===== src/hw/rtl/gamepad_report_format_and_send_defines.svh =====
// Assertion macros for the gamepad report formatter.
`ifndef GAMEPAD_REPORT_FORMAT_AND_SEND_DEFINES_SVH
`define GAMEPAD_REPORT_FORMAT_AND_SEND_DEFINES_SVH

`ifndef SYNTHESIS
// Condition that must hold at every clock edge out of reset.
`define GRFS_ASSERT(lbl, cond) \
	lbl: assert property (@(posedge clk) disable iff (!arst_n) (cond)) \
		else $error("grfs: check failed");
// Antecedent implies consequent in the same cycle.
`define GRFS_ASSERT_IMP(lbl, ante, cons) \
	lbl: assert property (@(posedge clk) disable iff (!arst_n) (ante) |-> (cons)) \
		else $error("grfs: implication failed");
`else
`define GRFS_ASSERT(lbl, cond)
`define GRFS_ASSERT_IMP(lbl, ante, cons)
`endif

`endif


===== src/hw/rtl/grfs_pkg.sv =====
// Types, codes and report-building functions for the gamepad report formatter.
package grfs_pkg;

	localparam int APB_AW = 3;
	localparam int APB_DW = 32;

	// register index is paddr[2]
	localparam logic REG_IDX_THRESHOLD = 1'b0;
	localparam logic [7:0] THRESHOLD_RESET = 8'd32;

	localparam logic [3:0] HAT_CENTER  = 4'h0f;
	localparam logic [7:0] AXIS_CENTER = 8'h80;

	typedef enum logic [2:0] {
		KIND_INPUT      = 3'd0,
		KIND_DONE       = 3'd1,
		KIND_FAIL       = 3'd2,
		KIND_TICK       = 3'd3,
		KIND_LINK_RESET = 3'd4
	} kind_t;

	typedef struct packed {
		logic [2:0]         kind;
		logic [9:0]         face_buttons;
		logic [3:0]         dpad;
		logic [7:0]         left_trigger;
		logic [7:0]         right_trigger;
		logic signed [15:0] stick_lx;
		logic signed [15:0] stick_ly;
		logic signed [15:0] stick_rx;
		logic signed [15:0] stick_ry;
		logic               slot_active;
		logic               link_ready;
	} in_item_t;

	typedef struct packed {
		logic        start_send;
		logic [11:0] out_buttons;
		logic [3:0]  out_hat;
		logic [7:0]  out_lx;
		logic [7:0]  out_ly;
		logic [7:0]  out_rx;
		logic [7:0]  out_ry;
		logic        busy_flag;
		logic        waiting_flag;
	} out_item_t;

	typedef struct packed {
		logic [11:0] buttons;
		logic [3:0]  hat;
		logic [7:0]  lx;
		logic [7:0]  ly;
		logic [7:0]  rx;
		logic [7:0]  ry;
	} report_t;

	localparam report_t NEUTRAL_REPORT = '{
		buttons: 12'd0,
		hat:     HAT_CENTER,
		lx:      AXIS_CENTER,
		ly:      AXIS_CENTER,
		rx:      AXIS_CENTER,
		ry:      AXIS_CENTER
	};

	// (v + 32768) * 255 / 65535 equals floor(x / 257) with x the biased value.
	// x >> 8 is the quotient or one above it.
	function automatic logic [7:0] scale_axis(input logic signed [15:0] v);
		logic [15:0] x;
		logic [7:0]  q;
		logic [16:0] prod;
		x = 16'(v) ^ 16'h8000;
		q = x[15:8];
		prod = {1'b0, q, 8'h00} + {9'd0, q};
		if (prod > {1'b0, x})
			q = q - 8'd1;
		return q;
	endfunction

	function automatic logic [3:0] hat_of(input logic [3:0] d);
		logic up, down, left, right;
		logic [3:0] h;
		up = d[0];
		down = d[1];
		left = d[2];
		right = d[3];
		if (up && right)        h = 4'd1;
		else if (up && left)    h = 4'd7;
		else if (down && right) h = 4'd3;
		else if (down && left)  h = 4'd5;
		else if (up)            h = 4'd0;
		else if (down)          h = 4'd4;
		else if (right)         h = 4'd2;
		else if (left)          h = 4'd6;
		else                    h = HAT_CENTER;
		return h;
	endfunction

	function automatic report_t build_report(input in_item_t it, input logic [7:0] thr);
		report_t r;
		r.buttons[5:0]  = it.face_buttons[5:0];
		r.buttons[6]    = (it.left_trigger >= thr);
		r.buttons[7]    = (it.right_trigger >= thr);
		r.buttons[11:8] = it.face_buttons[9:6];
		r.hat = hat_of(it.dpad);
		r.lx  = scale_axis(it.stick_lx);
		r.ly  = scale_axis(it.stick_ly);
		r.rx  = scale_axis(it.stick_rx);
		r.ry  = scale_axis(it.stick_ry);
		return r;
	endfunction

endpackage


===== src/hw/rtl/gamepad_report_format_and_send.sv =====
// Gamepad report formatter and IN-transfer launch control (top level).
//
//  channel | direction | handshake               | payload
//  --------+-----------+-------------------------+----------------------
//  item    | in        | item_valid / item_stall | grfs_pkg::in_item_t
//  rpt     | out       | rpt_valid / rpt_stall   | grfs_pkg::out_item_t
//  apb     | in        | psel/penable/pwrite     | trigger_threshold @ 0x0
//
// One item per cycle sustained while rpt_stall is low; an accepted item passes the input register,
// then report build and flag update feeding the result register, which raises rpt_valid.
// The launch flags and stored reports update when an item moves into the result
// register, so the next item sees them in the following cycle.
// Reset clears all flags and stored reports to the neutral report; threshold to 32.
// A stalled result holds; one more item still enters the input register behind it.
`include "gamepad_report_format_and_send_defines.svh"

module gamepad_report_format_and_send (
	input  logic                          clk,
	input  logic                          arst_n,
	input  logic                          item_valid,
	output logic                          item_stall,
	input  grfs_pkg::in_item_t            item,
	output logic                          rpt_valid,
	input  logic                          rpt_stall,
	output grfs_pkg::out_item_t           rpt,
	input  logic                          psel,
	input  logic                          penable,
	input  logic                          pwrite,
	input  logic [grfs_pkg::APB_AW-1:0]   paddr,
	input  logic [grfs_pkg::APB_DW-1:0]   pwdata,
	output logic [grfs_pkg::APB_DW-1:0]   prdata,
	output logic                          pready
);

	logic [7:0] threshold_q;

	logic                 valid_s1;
	grfs_pkg::in_item_t   item_s1;
	logic                 rpt_valid_q;
	grfs_pkg::out_item_t  rpt_q;

	grfs_pkg::report_t pending_q;
	// a single copy serves as both the last-sent and the in-flight report
	grfs_pkg::report_t sent_q;
	logic in_flight_q, dirty_q, has_sent_q, nn_seen_q;

	grfs_pkg::report_t   pending_nx, sent_nx, built;
	logic                in_flight_nx, dirty_nx, has_sent_nx, nn_seen_nx;
	logic                launch_req, started;
	grfs_pkg::out_item_t result;

	logic advance, accept;

	// ---- configuration port ----
	assign pready = 1'b1;
	assign prdata = (paddr[2] == grfs_pkg::REG_IDX_THRESHOLD) ?
		{{(grfs_pkg::APB_DW-8){1'b0}}, threshold_q} : '0;

	always_ff @(posedge clk or negedge arst_n) begin
		if (!arst_n) begin
			threshold_q <= grfs_pkg::THRESHOLD_RESET;
		end else if (psel && penable && pwrite && pready &&
				paddr[2] == grfs_pkg::REG_IDX_THRESHOLD) begin
			threshold_q <= pwdata[7:0];
		end
	end

	// ---- handshake ----
	assign advance    = !rpt_valid_q || !rpt_stall;
	assign item_stall = valid_s1 && !advance;
	assign accept     = item_valid && !item_stall;
	assign rpt_valid  = rpt_valid_q;
	assign rpt        = rpt_q;

	always_ff @(posedge clk or negedge arst_n) begin
		if (!arst_n) begin
			valid_s1 <= 1'b0;
		end else if (!item_stall) begin
			valid_s1 <= item_valid;
		end
	end

	always_ff @(posedge clk) begin
		if (accept) begin
			item_s1 <= item;
		end
	end

	// ---- report build and launch decision ----
	always_comb begin
		pending_nx   = pending_q;
		sent_nx      = sent_q;
		in_flight_nx = in_flight_q;
		dirty_nx     = dirty_q;
		has_sent_nx  = has_sent_q;
		nn_seen_nx   = nn_seen_q;
		launch_req   = 1'b0;
		built = item_s1.slot_active ? grfs_pkg::build_report(item_s1, threshold_q)
			: grfs_pkg::NEUTRAL_REPORT;

		unique case (grfs_pkg::kind_t'(item_s1.kind))
			grfs_pkg::KIND_INPUT: begin
				// until something non-neutral went out, neutral reports are recorded without a launch
				priority if (built == grfs_pkg::NEUTRAL_REPORT && !nn_seen_q) begin
					pending_nx = built;
					dirty_nx   = 1'b0;
				end else if (in_flight_q && built == sent_q) begin
					launch_req = 1'b0;
				end else if (dirty_q && built == pending_q) begin
					launch_req = 1'b1;
				end else if (!in_flight_q && has_sent_q && built == sent_q) begin
					launch_req = 1'b0;
				end else begin
					pending_nx = built;
					dirty_nx   = 1'b1;
					launch_req = 1'b1;
				end
			end
			grfs_pkg::KIND_DONE: begin
				in_flight_nx = 1'b0;
				launch_req   = dirty_q;
			end
			grfs_pkg::KIND_FAIL: begin
				in_flight_nx = 1'b0;
			end
			grfs_pkg::KIND_TICK: begin
				launch_req = dirty_q;
			end
			grfs_pkg::KIND_LINK_RESET: begin
				pending_nx   = grfs_pkg::NEUTRAL_REPORT;
				sent_nx      = grfs_pkg::NEUTRAL_REPORT;
				in_flight_nx = 1'b0;
				dirty_nx     = 1'b0;
				has_sent_nx  = 1'b0;
				nn_seen_nx   = 1'b0;
			end
			default: begin
				launch_req = 1'b0;
			end
		endcase

		started = launch_req && !in_flight_nx && item_s1.link_ready;
		if (started) begin
			sent_nx      = pending_nx;
			in_flight_nx = 1'b1;
			dirty_nx     = 1'b0;
			has_sent_nx  = 1'b1;
			if (pending_nx != grfs_pkg::NEUTRAL_REPORT)
				nn_seen_nx = 1'b1;
		end

		result.start_send   = started;
		result.out_buttons  = started ? sent_nx.buttons : 12'd0;
		result.out_hat      = started ? sent_nx.hat : 4'd0;
		result.out_lx       = started ? sent_nx.lx : 8'd0;
		result.out_ly       = started ? sent_nx.ly : 8'd0;
		result.out_rx       = started ? sent_nx.rx : 8'd0;
		result.out_ry       = started ? sent_nx.ry : 8'd0;
		result.busy_flag    = in_flight_nx;
		result.waiting_flag = dirty_nx;
	end

	always_ff @(posedge clk or negedge arst_n) begin
		if (!arst_n) begin
			pending_q   <= grfs_pkg::NEUTRAL_REPORT;
			sent_q      <= grfs_pkg::NEUTRAL_REPORT;
			in_flight_q <= 1'b0;
			dirty_q     <= 1'b0;
			has_sent_q  <= 1'b0;
			nn_seen_q   <= 1'b0;
		end else if (advance && valid_s1) begin
			pending_q   <= pending_nx;
			sent_q      <= sent_nx;
			in_flight_q <= in_flight_nx;
			dirty_q     <= dirty_nx;
			has_sent_q  <= has_sent_nx;
			nn_seen_q   <= nn_seen_nx;
		end
	end

	always_ff @(posedge clk or negedge arst_n) begin
		if (!arst_n) begin
			rpt_valid_q <= 1'b0;
		end else if (advance) begin
			rpt_valid_q <= valid_s1;
		end
	end

	always_ff @(posedge clk) begin
		if (advance && valid_s1) begin
			rpt_q <= result;
		end
	end

	// ---- checks ----
	`GRFS_ASSERT_IMP(a_busy_needs_sent, in_flight_q, has_sent_q)
	`GRFS_ASSERT_IMP(a_nn_needs_sent, nn_seen_q, has_sent_q)
	`GRFS_ASSERT_IMP(a_idle_fields_zero, rpt_valid_q && !rpt_q.start_send,
		rpt_q.out_buttons == 12'd0 && rpt_q.out_hat == 4'd0 && rpt_q.out_lx == 8'd0)
	`GRFS_ASSERT_IMP(a_launch_flags, rpt_valid_q && rpt_q.start_send,
		rpt_q.busy_flag && !rpt_q.waiting_flag)

endmodule

===== config.mk =====
export PLATFORM = sky130hd
export DESIGN_NAME = gamepad_report_format_and_send
export DESIGN_NICKNAME = d
export VERILOG_FILES = /design/src/hw/rtl/grfs_pkg.sv /design/src/hw/rtl/gamepad_report_format_and_send.sv
export VERILOG_INCLUDE_DIRS = /design/src /design/src/hw/rtl
export SDC_FILE = /design/constraint.sdc
export NUM_CORES = 1
export LEC_CHECK = 0
export BUFFER_PORTS_ARGS = -buffer_cell sky130_fd_sc_hd__buf_2
export CORE_ASPECT_RATIO = 1.5
export CORE_MARGIN = 2
export CORE_UTILIZATION = 40
export CTS_BUF_LIST = sky130_fd_sc_hd__clkbuf_16
export DETAILED_ROUTE_END_ITERATION = 12
export SETUP_SLACK_MARGIN = 0.3
export SYNTH_ARGS = -nofsm -noshare
export SYNTH_HDL_FRONTEND = slang
export SYNTH_SLANG_ARGS = --single-unit

===== constraint.sdc =====
create_clock -name clk -period 15.7 [get_ports clk]
set_input_delay 3.14 -clock clk [delete_from_list [all_inputs] [get_ports clk]]
set_output_delay 3.14 -clock clk [all_outputs]
set_load 0.05 [all_outputs]

==> impl_metrics.tcl, run 1 <==
set metrics [dict create \
    reg2reg_to "nn_seen_q$_DFFE_PN0P_" \
    min_path_type "reg -> reg" \
    syn-cell-area_um2 14590 \
    vias 11700 \
    synthTopCellsByCount "nand2_1, edfxtp_1, nor2_1, dfrtp_1, o21ai_0" \
    seqPwrFrac_pct 43.0 \
    status "complete, no violations" \
    diodes 0 \
    p_sw_share_pct 32.24 \
    setup_viol_count_final 0 \
    whs_endpoint "sent_q[33]$_DFFE_PN1P_" \
    switchingPower_mw 0.6862 \
    htree_levels 1 \
    layout-drive-gt1-share_pct 18.09 \
    root_buffer "clkbuf_16" \
    hold_start "sent_q[33]$_DFFE_PN1P_" \
    cp_data_required_time_ps 16150 \
    core_um2 35950 \
    yosysTopAreaCell "edfxtp_1" \
    setup_tns_ps 0 \
    synth_area_leaders "edfxtp_1, dfrtp_1, ha_1" \
    maxCapViolations 0 \
    drt-pass1-iter-count 5 \
    dieWidth_um 160.0 \
    cts_setup_buffers 0 \
    yosysTopAreaCellShare_pct 30.86 \
    die_area_um2 38060 \
    ys_warn_count 0 \
    post-dp-hpwl_mm 30.86 \
    syn_avg_cell_area_um2 10.22 \
    clk_path_buf_depth 3 \
    routed_wl_mm 42.56 \
    p_int_mw 1.442 \
    p_total_mw 2.128 \
    p_leak_nw 7.136 \
    layout_setup_ws_ps 8793 \
    gp_congestion 0.9316 \
    p_comb_share_pct 22.7 \
    initial_core_util_pct 40.60 \
    antenna_found_initial 0 \
    crit_fanout 12 \
    clk_latency_ps 570 \
    async_flop_share_pct 42.31 \
    fp-row-count 85 \
    r2r_slack_ps 8790 \
    r2r_start "item_s1[14]$_DFFE_PP_" \
    grt_pass1_wl_mm 65.59 \
    synth_ff_type "edfxtp_1" \
    ys_ff_latch 260 \
    p_per_area_nw_per_um2 126.4 \
    worst_slew_pin_slew_ps 1029 \
    fin_crit_sh_pct 44.00 \
    drc_errors 0 \
    relSlewSlack_pct 29.61 \
    drt_iter0_drc 763 \
    io_buffers 175 \
    hold_depth 2 \
    crit_arrival_ps 7360 \
    postRouteAntennaNets 0 \
    nets 1775 \
    globalRouteOverflowTotal 0 \
    synth_cells 1428 \
    boundaryPins 227 \
    dp_slack_ps 8783 \
    slew_violations 0 \
    p_clk_share_pct 34.3 \
    irDropWorstVdd_mv 0.08441 \
    clock.fmax_mhz 144.8 \
    path_class "reg -> reg" \
    hold_viol 0 \
    synth-edff-count 150 \
    cts.sinks 260 \
    clk_pin_slew_worst_paths_ps 70 \
    fp.dieH_um 237.9 \
    via_per_inst 5.622 \
    post_cts_resized 0 \
    synth_cell_types 80 \
    critPathLaunchType "flip-flop" \
    synth_seq_area_share_pct 49.87 \
    cts_tree "built" \
    grt_usage_pct 22.17 \
    drt-wirelength-per-cell_um 20.45 \
    rsz0062_at_grt "false" \
    grt_pass1_vias 11350 \
    area_growth_pct 15.39 \
    finClkSkew_ps 23.42 \
    rr_worst_depth 15 \
    synth_most_common_cell "nand2_1" \
    min_period_ps 6907 \
    endpoint_kind "flip-flop" \
    cts_inserted_buffers 27 \
    grt_max_degree 96 \
    final_core_util_pct 46.85 \
    cts.hold.buffers_added 0 \
]
registers in the layout (all words and copies together), names as in the netlist:
register     cells
sent_q          48
in_flight_q      1
rpt_valid        1
dirty_q          1
valid_s1         1
threshold_q      8
pending_q       48
has_sent_q       1
nn_seen_q        1
item_s1         99
rpt             51
how the worst max path moves through the flow:
stage	startpoint	to	cells after the start	slack [ps]
4_1_cts	item_s1[14]$_DFFE_PP_	sent_q[34]$_DFFE_PN1P_	16	8810
5_1_grt	item_s1[14]$_DFFE_PP_	sent_q[46]$_DFFE_PN0P_	16	8260
3_3_place_gp	paddr[2]	prdata[0]	3	8900
3_5_place_dp	item_s1[14]$_DFFE_PP_	sent_q[46]$_DFFE_PN0P_	16	8780
2_1_floorplan	paddr[2]	prdata[0]	2	8550
6_report	item_s1[14]$_DFFE_PP_	nn_seen_q$_DFFE_PN0P_	15	8790
logic make-up (layout without fill, tap and decap cells):
family | after synthesis | after routing | synth area share (%)
flip-flops | 260 | 260 | 49.87
buffers and inverters | 167 | 319 | 5.110
multiplexers | 64 | 64 | 4.492
XOR/XNOR | 58 | 58 | 3.575
adder cells (fa/ha/maj) | 52 | 52 | 4.458
AND/OR/NAND/NOR | 507 | 507 | 17.28
other | 2 | 25 | 0.05146
AO/OA/AOI/OAI | 318 | 318 | 15.16
critical path: stages, from the launching register on:
cell and delay [ps]:
edfxtp_1 530, ha_1 380, nand4_1 150, o221a_2 320, a211oi_2 760, nand4_1 370, and3_1 320, a2111oi_0 680
nand4b_1 240, a2111oi_2 480, a22oi_1 420, o21a_1 480, a22oi_1 550, o2111ai_1 300, or4_1 450, o32a_1 350
layout by cell type, fill, tap and decap left out, drive strengths merged, types with 17 or more instances in the layout:
master / synthesis / layout
xnor2: 38 / 38
nor2: 130 / 130
nand3: 30 / 30
a22oi: 45 / 45
clkbuf: 42 / 27
ha: 52 / 52
conb: 2 / 25
and3: 17 / 17
nand4: 23 / 23
or4: 19 / 19
buf: 43 / 187
inv: 81 / 87
xor2: 19 / 19
o21ai: 87 / 87
nand2: 151 / 151
nand2b: 17 / 17
edfxtp: 150 / 150
dfstp: 17 / 17
dfrtp: 93 / 93
a21oi: 44 / 44
or3: 17 / 17
mux2i: 52 / 52
nor3: 30 / 30
nor4: 24 / 24
power by group through the flow:
stage          registers [mW]  logic, mW  clock network, mW
2_1_floorplan           0.931      0.319                  0
3_3_place_gp            0.923      0.472                  0
3_5_place_dp            0.926      0.480                  0
4_1_cts                 0.914      0.482              0.743
5_1_grt                 0.925      0.530              0.769
6_report                0.916      0.483              0.730
routing by layer:
layer / vias to the layer above / routed length, um / track usage (%)
met1: 5637 / 17350 / 28.08
met5: - / 0 / 0
li1: 5529 / - / -
met4: 0 / 1862 / 10.32
met2: 437 / 21060 / 38.06
met3: 96 / 2282 / 2.486
cell type report:
class	instances	area, um^2
well taps	478	598.1
flip-flops and latches	260	7278
inverters	82	307.8
multi-input cells	1024	6683
clock inverters	23	329.1
clock buffers	27	675.6
fillers	3435	19110
repair buffers	187	968.4
stage by stage:
step	instances	area, um^2	hold slack (ps)
after floorplan	1451	14680	457.1
after global placement	2031	15840	467.5
after detailed placement	2031	15840	474.2
after CTS	2081	16840	484.7
after global routing	2081	16840	510.1
final	2081	16840	483.4
Power figures use the tool's default switching activity.
==> run 2: changes to the inputs <==
ABC_AREA = 1   (was unset)
clock period = 6.25 ns   (was 15.7 ns; I/O delays follow)
==> run 2 against run 1 <==
Against the previous run:
- non-clock buffer count up 25
- sequential cell count unchanged
- final cell count up 27%
- total power rose to 2.8 times the previous value
- die area up 4.5%
- setup slack worse by 7700 ps
- largest cell class unchanged
- worst hold slack better by 23 ps
==> impl_metrics.tcl, run 2 <==
set metrics [dict create \
    p_total_mw 5.877 \
    r2r_start "item_s1[46]$_DFFE_PP_" \
    reg2reg_to "nn_seen_q$_DFFE_PN0P_" \
    finClkSkew_ps 20.54 \
    boundaryPins 227 \
    synth_cells 1963 \
    crit_fanout 42 \
    crit_family "simple AND/OR/NAND/NOR gates" \
    yosysTopAreaCell "edfxtp_1" \
    io_buffers 175 \
    path_class "reg -> reg" \
    ys_warn_count 0 \
    grt_max_degree 69 \
    nets 2335 \
    routed_wl_mm 49.50 \
    post_cts_resized 0 \
    p_int_mw 3.642 \
    clk_latency_ps 570 \
    initial_core_util_pct 40.53 \
    antenna_found_initial 0 \
    synthTopCellsByCount "nand2_1, inv_1, nor2_1, edfxtp_1, nand3_1" \
    clock.fmax_mhz 192.1 \
    hold_depth 2 \
    critPathLaunchType "flip-flop" \
    worst_path_largest_cell_delay_ps 490 \
    switchingPower_mw 2.234 \
    min_period_ps 5205 \
    p_leak_nw 8.525 \
    fp.dieH_um 243.3 \
    rr_worst_depth 29 \
    vias 13630 \
    via_per_inst 5.136 \
    max_flop_register "item_s1" \
    status "complete, no violations" \
    drt_iter0_drc 1117 \
    synth-edff-count 150 \
    globalRouteOverflowTotal 0 \
    fp-row-count 87 \
    layout-drive-gt1-share_pct 13.68 \
    post-dp-hpwl_mm 37.85 \
    largest_reg_flops 99 \
    slew_violations 0 \
    cpMostUsedCell "nand2_1" \
    cts_inserted_buffers 28 \
    endpoint_kind "flip-flop" \
    yosysTopAreaCellShare_pct 29.51 \
    drt-pass1-iter-count 6 \
    cts_setup_buffers 0 \
    min_path_type "reg -> reg" \
    grt_pass1_vias 13360 \
    final_common_cell "nand2_1" \
    mostFrequentLayoutCells "nand2_1, inv_1, nor2_1" \
    synth_ff_type "edfxtp_1" \
    whs_endpoint "pending_q[23]$_DFFE_PN1P_" \
    cts.sinks 260 \
    synth_seq_area_share_pct 47.68 \
    ys_ff_latch 260 \
    syn_avg_cell_area_um2 7.777 \
    cp_data_required_time_ps 6710 \
    postRouteAntennaNets 0 \
    clk_path_buf_depth 3 \
    cts_tree "built" \
    crit_slowest_cell "edfxtp_1" \
    die_area_um2 39780 \
    synth_area_leaders "edfxtp_1, nand2_1, dfrtp_1" \
    dieWidth_um 163.5 \
    diodes 0 \
    core_um2 37660 \
    synth_cell_types 40 \
    p_comb_share_pct 30.8 \
    htree_levels 1 \
    grt_usage_pct 24.96 \
    r2r_slack_ps 1050 \
    p_per_area_nw_per_um2 333.7 \
    clk_pin_slew_worst_paths_ps 70 \
    rsz0062_at_grt "false" \
    p_sw_share_pct 38.02 \
    seqPwrFrac_pct 40.6 \
    root_buffer "clkbuf_16" \
    crit_arrival_ps 5660 \
    async_flop_share_pct 42.31 \
    gp_congestion 1.005 \
    synth_most_common_cell "nand2_1" \
    drc_errors 0 \
    worst_slew_pin_slew_ps 942.7 \
    relSlewSlack_pct 37.15 \
    p_clk_share_pct 28.6 \
    cts.hold.buffers_added 0 \
    grt_pass1_wl_mm 75.47 \
    area_growth_pct 15.37 \
    syn-cell-area_um2 15270 \
    hold_viol 0 \
    setup_viol_count_final 0 \
    maxCapViolations 0 \
    critPathBufInv 5 \
    drt-wirelength-per-cell_um 18.66 \
    irDropWorstVdd_mv 0.2365 \
    fin_crit_sh_pct 83.27 \
    setup_tns_ps 0 \
    hold_start "pending_q[23]$_DFFE_PN1P_" \
]
## run 2: cell types whose count changed in the layout (fill, tap and decap cells not counted), moves of 20 or more
cell	delta
o22ai_1	+20
inv_1	+153
nand2_1	+480
mux2i_1	-52
nand3_1	+104
nor3_1	-21
nor2_1	+79
nand4_1	+47
buf_4	+22
xnor2_1	-34
a22oi_1	-45
## run 2: metrics by stage
step                utilization (%)  area [um^2]  hold WS [ps]  cells  setup WS [ps]
detailed placement            44.30        16680         496.7   2601           1115
global route                  46.76        17610         536.5   2653          766.8
global placement              44.30        16680         476.9   2601           1143
floorplan                         -        15350         447.7   1986           2125
finish                        46.76        17610         506.5   2653           1045
CTS                           46.76        17610         506.3   2653           1095
## run 2: metal layers
layer / part of all wire [%] / vias up / GRT usage [%]
li1: - / 6719 / -
met1: 36 / 6329 / 27.01
met2: 52 / 438 / 45.46
met3: 4.1 / 141 / 2.537
met4: 7.8 / 0 / 16.62
met5: 0 / - / 0
## run 2: worst reg2reg max path: cells and delay by family (launching register included)
kind	cells	cell delay, ps
adder cells (fa/ha/maj)	1	360
flip-flops	1	490
AND/OR/NAND/NOR	23	3380
buffers and inverters	5	910
## run 2: layout make-up
cell class | count | area (um^2)
multi-input combinational | 1401 | 6701
inverter | 239 | 899.6
clock buffer | 29 | 725.7
clock inverter | 23 | 201.4
sequential | 260 | 7278
tap | 489 | 611.8
timing repair buffer | 212 | 1194
fill | 3784 | 20050
## run 2: cells by family (layout without fill, tap and decap cells)
| logic type | Yosys count | after routing | synth area share, % |
|---|---|---|---|
| simple gates | 1094 | 1094 | 30.05 |
| buf+inv | 325 | 503 | 9.106 |
| flops | 260 | 260 | 47.68 |
| compound gates | 196 | 196 | 6.901 |
| fa+ha+maj | 52 | 52 | 4.262 |
| xor+xnor | 34 | 34 | 1.951 |
| other cells | 2 | 25 | 0.04919 |
## run 2: worst max path at each step
stage,start,end,slack (ps),cells after the start
finish,item_s1[46]$_DFFE_PP_,nn_seen_q$_DFFE_PN0P_,1050,29
detailed placement,item_s1[46]$_DFFE_PP_,nn_seen_q$_DFFE_PN0P_,1110,29
global placement,item_s1[46]$_DFFE_PP_,nn_seen_q$_DFFE_PN0P_,1140,29
global route,item_s1[46]$_DFFE_PP_,nn_seen_q$_DFFE_PN0P_,770,29
floorplan,rpt_stall,item_s1[0]$_DFFE_PP_,2130,5
CTS,item_s1[46]$_DFFE_PP_,nn_seen_q$_DFFE_PN0P_,1100,29
## run 2: power by group through the flow
stage,combinational (mW),sequential [mW],clock (mW)
4_1_cts,1.81,2.38,1.72
6_report,1.81,2.38,1.68
3_5_place_dp,1.81,2.41,0
3_3_place_gp,1.78,2.40,0
2_1_floorplan,1.14,2.45,0
5_1_grt,2.01,2.41,1.78
==> run 3: changes to the inputs <==
ABC_AREA = 0   (was 1)
clock period = 4.58 ns   (was 6.25 ns; I/O delays follow)
==> run 3 against run 2 <==
Against the previous run:
- the flow now finishes with violations (negative setup slack)
- sequential share of layout area decreased by 7.3 points
- combinational power increased by 37%
- critical path depth decreased by 10
- routed wire length decreased by 1.7%
- clock power increased by 44%
- first-iteration DRC count decreased by 28%
- critical endpoint unchanged
- die area decreased by 4.3%
- critical path type unchanged
- sequential power increased by 32%
- largest power group unchanged
- total power increased by 37%
- utilization increased by 13 points
- global-route usage increased by 0.32 points
==> impl_metrics.tcl, run 3 (synthesis gave the netlist of run 1 again) <==
set metrics [dict create \
    grt_max_degree 96 \
    endpoint_kind "flip-flop" \
    seq_area_um2 7278 \
    multiInputGateArea_um2 7830 \
    drt-wirelength-per-cell_um 19.86 \
    rsz0062_at_grt "true" \
    crit_arrival_ps 5360 \
    worst_path_largest_cell_delay_ps 560 \
    violations "negative setup slack" \
    setup_viol_count_final 140 \
    layout_setup_ws_ps -334.2 \
    finClkSkew_ps 15.64 \
    grt_usage_pct 25.28 \
    fp.dieH_um 237.9 \
    grt_pass1_wl_mm 74.31 \
    final_common_cell "buf_4" \
    cp.depth 19 \
    status "finished with violations" \
    core_um2 35950 \
    path_class "reg -> reg" \
    worst_slew_pin_slew_ps 1117 \
    cts_inserted_buffers 27 \
    cp_data_required_time_ps 5030 \
    vias 13280 \
    path_cells "ha_4 -> nand4_1 -> o221a_4 -> buf_6 -> a211oi_4 -> buf_4 -> buf_4 -> mux2i_4 -> nand3b_1 -> or4b_4 -> or4_4 -> nor3_4 -> buf_4 -> buf_6 -> buf_6 -> or4_1 -> o221ai_2 -> or4_4 -> o32a_1" \
    grt_pass1_vias 13300 \
    via_per_inst 5.420 \
    postRouteAntennaNets 0 \
    r2r_slack_ps -330 \
    instances_no_fill 2450 \
    min_path_type "in -> async" \
    gp_congestion 0.9414 \
    reg2reg_to "nn_seen_q$_DFFE_PN0P_" \
    dp.cells 2315 \
    fin_crit_sh_pct 107.3 \
    dieWidth_um 160.0 \
    maxCapViolations 0 \
    max_flop_register "item_s1" \
    antenna_found_initial 0 \
    largest_reg_flops 99 \
    p_per_area_nw_per_um2 376.4 \
    critPathBufInv 6 \
    slew_violations 0 \
    dpl_cell_area_um2 18380 \
    nets 2145 \
    crit_fanout 6 \
    crit_slowest_cell "or4_4" \
    root_buffer "clkbuf_16" \
    cts.sinks 260 \
    htree_levels 1 \
    clock.fmax_mhz 203.5 \
    crit_family "simple AND/OR/NAND/NOR gates" \
    cts.hold.buffers_added 0 \
    die_area_um2 38060 \
    clk_latency_ps 560 \
    clk_path_buf_depth 3 \
    p_leak_nw 9.316 \
    hold_viol 0 \
    drt-pass1-iter-count 6 \
    drt_iter0_drc 801 \
    area_growth_pct 46.42 \
    routed_wl_mm 48.66 \
    diodes 0 \
    initial_core_util_pct 40.60 \
    r2r_start "item_s1[12]$_DFFE_PP_" \
    min_period_ps 4914 \
    globalRouteOverflowTotal 0 \
    relSlewSlack_pct 25.52 \
    mostFrequentLayoutCells "buf_4, buf_2, edfxtp_1" \
    irDropWorstVdd_mv 0.3357 \
    fin_area_um2 21370 \
    cts_tree "built" \
    boundaryPins 227 \
    whs_ps 389.8 \
    dp_slack_ps -784.1 \
    critPathLaunchType "flip-flop" \
    layout-drive-gt1-share_pct 42.39 \
    drc_errors 0 \
    io_buffers 175 \
    fillers 3091 \
    fp-row-count 85 \
    clk_pin_slew_worst_paths_ps 70 \
    rr_worst_depth 19 \
    post-dp-hpwl_mm 34.97 \
]
[run 3: changes by cell type in the layout (fill, tap and decap cells not counted), sizes merged, moves of 52 or more]
| cell | before | now |
|---|---|---|
| buf | 212 | 555 |
| nand2 | 634 | 151 |
| inv | 246 | 85 |
| mux2i | 0 | 52 |
| nor2 | 212 | 130 |
| nand3 | 137 | 30 |
[run 3: worst max path at each step]
stage                                     startpoint                         to  slack [ps]
after floorplan                item_s1[31]$_DFFE_PP_      nn_seen_q$_DFFE_PN0P_         -50
after global placement    threshold_q[5]$_DFFE_PN1P_     sent_q[47]$_DFFE_PN0P_        -680
after detailed placement  threshold_q[5]$_DFFE_PN1P_  pending_q[47]$_DFFE_PN0P_        -780
after CTS                      item_s1[28]$_DFFE_PP_      nn_seen_q$_DFFE_PN0P_        -320
after global routing           item_s1[14]$_DFFE_PP_      sent_q[7]$_DFFE_PN1P_        -550
final                          item_s1[12]$_DFFE_PP_      nn_seen_q$_DFFE_PN0P_        -330
[run 3: cell type report]
type / instances / area share [%]
Clock buffer: 30 / 3.513
Clock inverter: 19 / 1.048
Inverter: 82 / 1.487
Multi-Input combinational cell: 1024 / 36.64
Sequential cell: 260 / 34.06
Tap cell: 478 / 2.799
Timing Repair Buffer: 557 / 20.45
[run 3: layer usage]
| layer | up-vias | routed length, um | global-route usage [%] | share of wire (%) |
|---|---|---|---|---|
| met5 | - | 0 | 0 | 0 |
| met4 | 0 | 2669 | 12.72 | 5.5 |
| met3 | 125 | 2814 | 3.233 | 5.8 |
| met2 | 466 | 23870 | 43.78 | 49 |
| met1 | 6403 | 19310 | 31.07 | 40 |
| li1 | 6284 | - | - | - |
[run 3: worst reg2reg max path, cell delays in order, from the launching register on]
cell,delay [ps]
edfxtp_1,430
ha_4,300
nand4_1,130
o221a_4,270
buf_6,120
a211oi_4,230
buf_4,170
buf_4,130
mux2i_4,90
nand3b_1,170
or4b_4,540
or4_4,560
nor3_4,220
buf_4,160
buf_6,90
buf_6,120
or4_1,130
o221ai_2,110
or4_4,550
o32a_1,290
[run 3: power breakdown]
group	leakage [nW]	total, mW	switching (mW)	internal (mW)
Sequential	2.89	3.15	0.313	2.84
Clock	0.483	2.42	0.959	1.46
Combinational	5.94	2.48	1.35	1.13
Total	9.32	8.04	2.62	5.42
[run 3: what timing repair did]
item	4_1_cts	5_1_grt
setup endpoints to repair	151	151
gates cloned	9	3
pin swaps	50	60
endpoints found under the hold margin	0	0
buffers inserted	52	22
gates resized for setup	182	94
[run 3: stage by stage]
stage | power (mW) | util, % | TNS (ps)
floorplan | 4.373 | - | -48.57
global placement | 5.229 | 51.12 | -58820
detailed placement | 5.270 | 51.12 | -65950
CTS | 7.944 | 57.62 | -23330
global route | 8.388 | 59.45 | -63730
finish | 8.043 | 59.45 | -31570
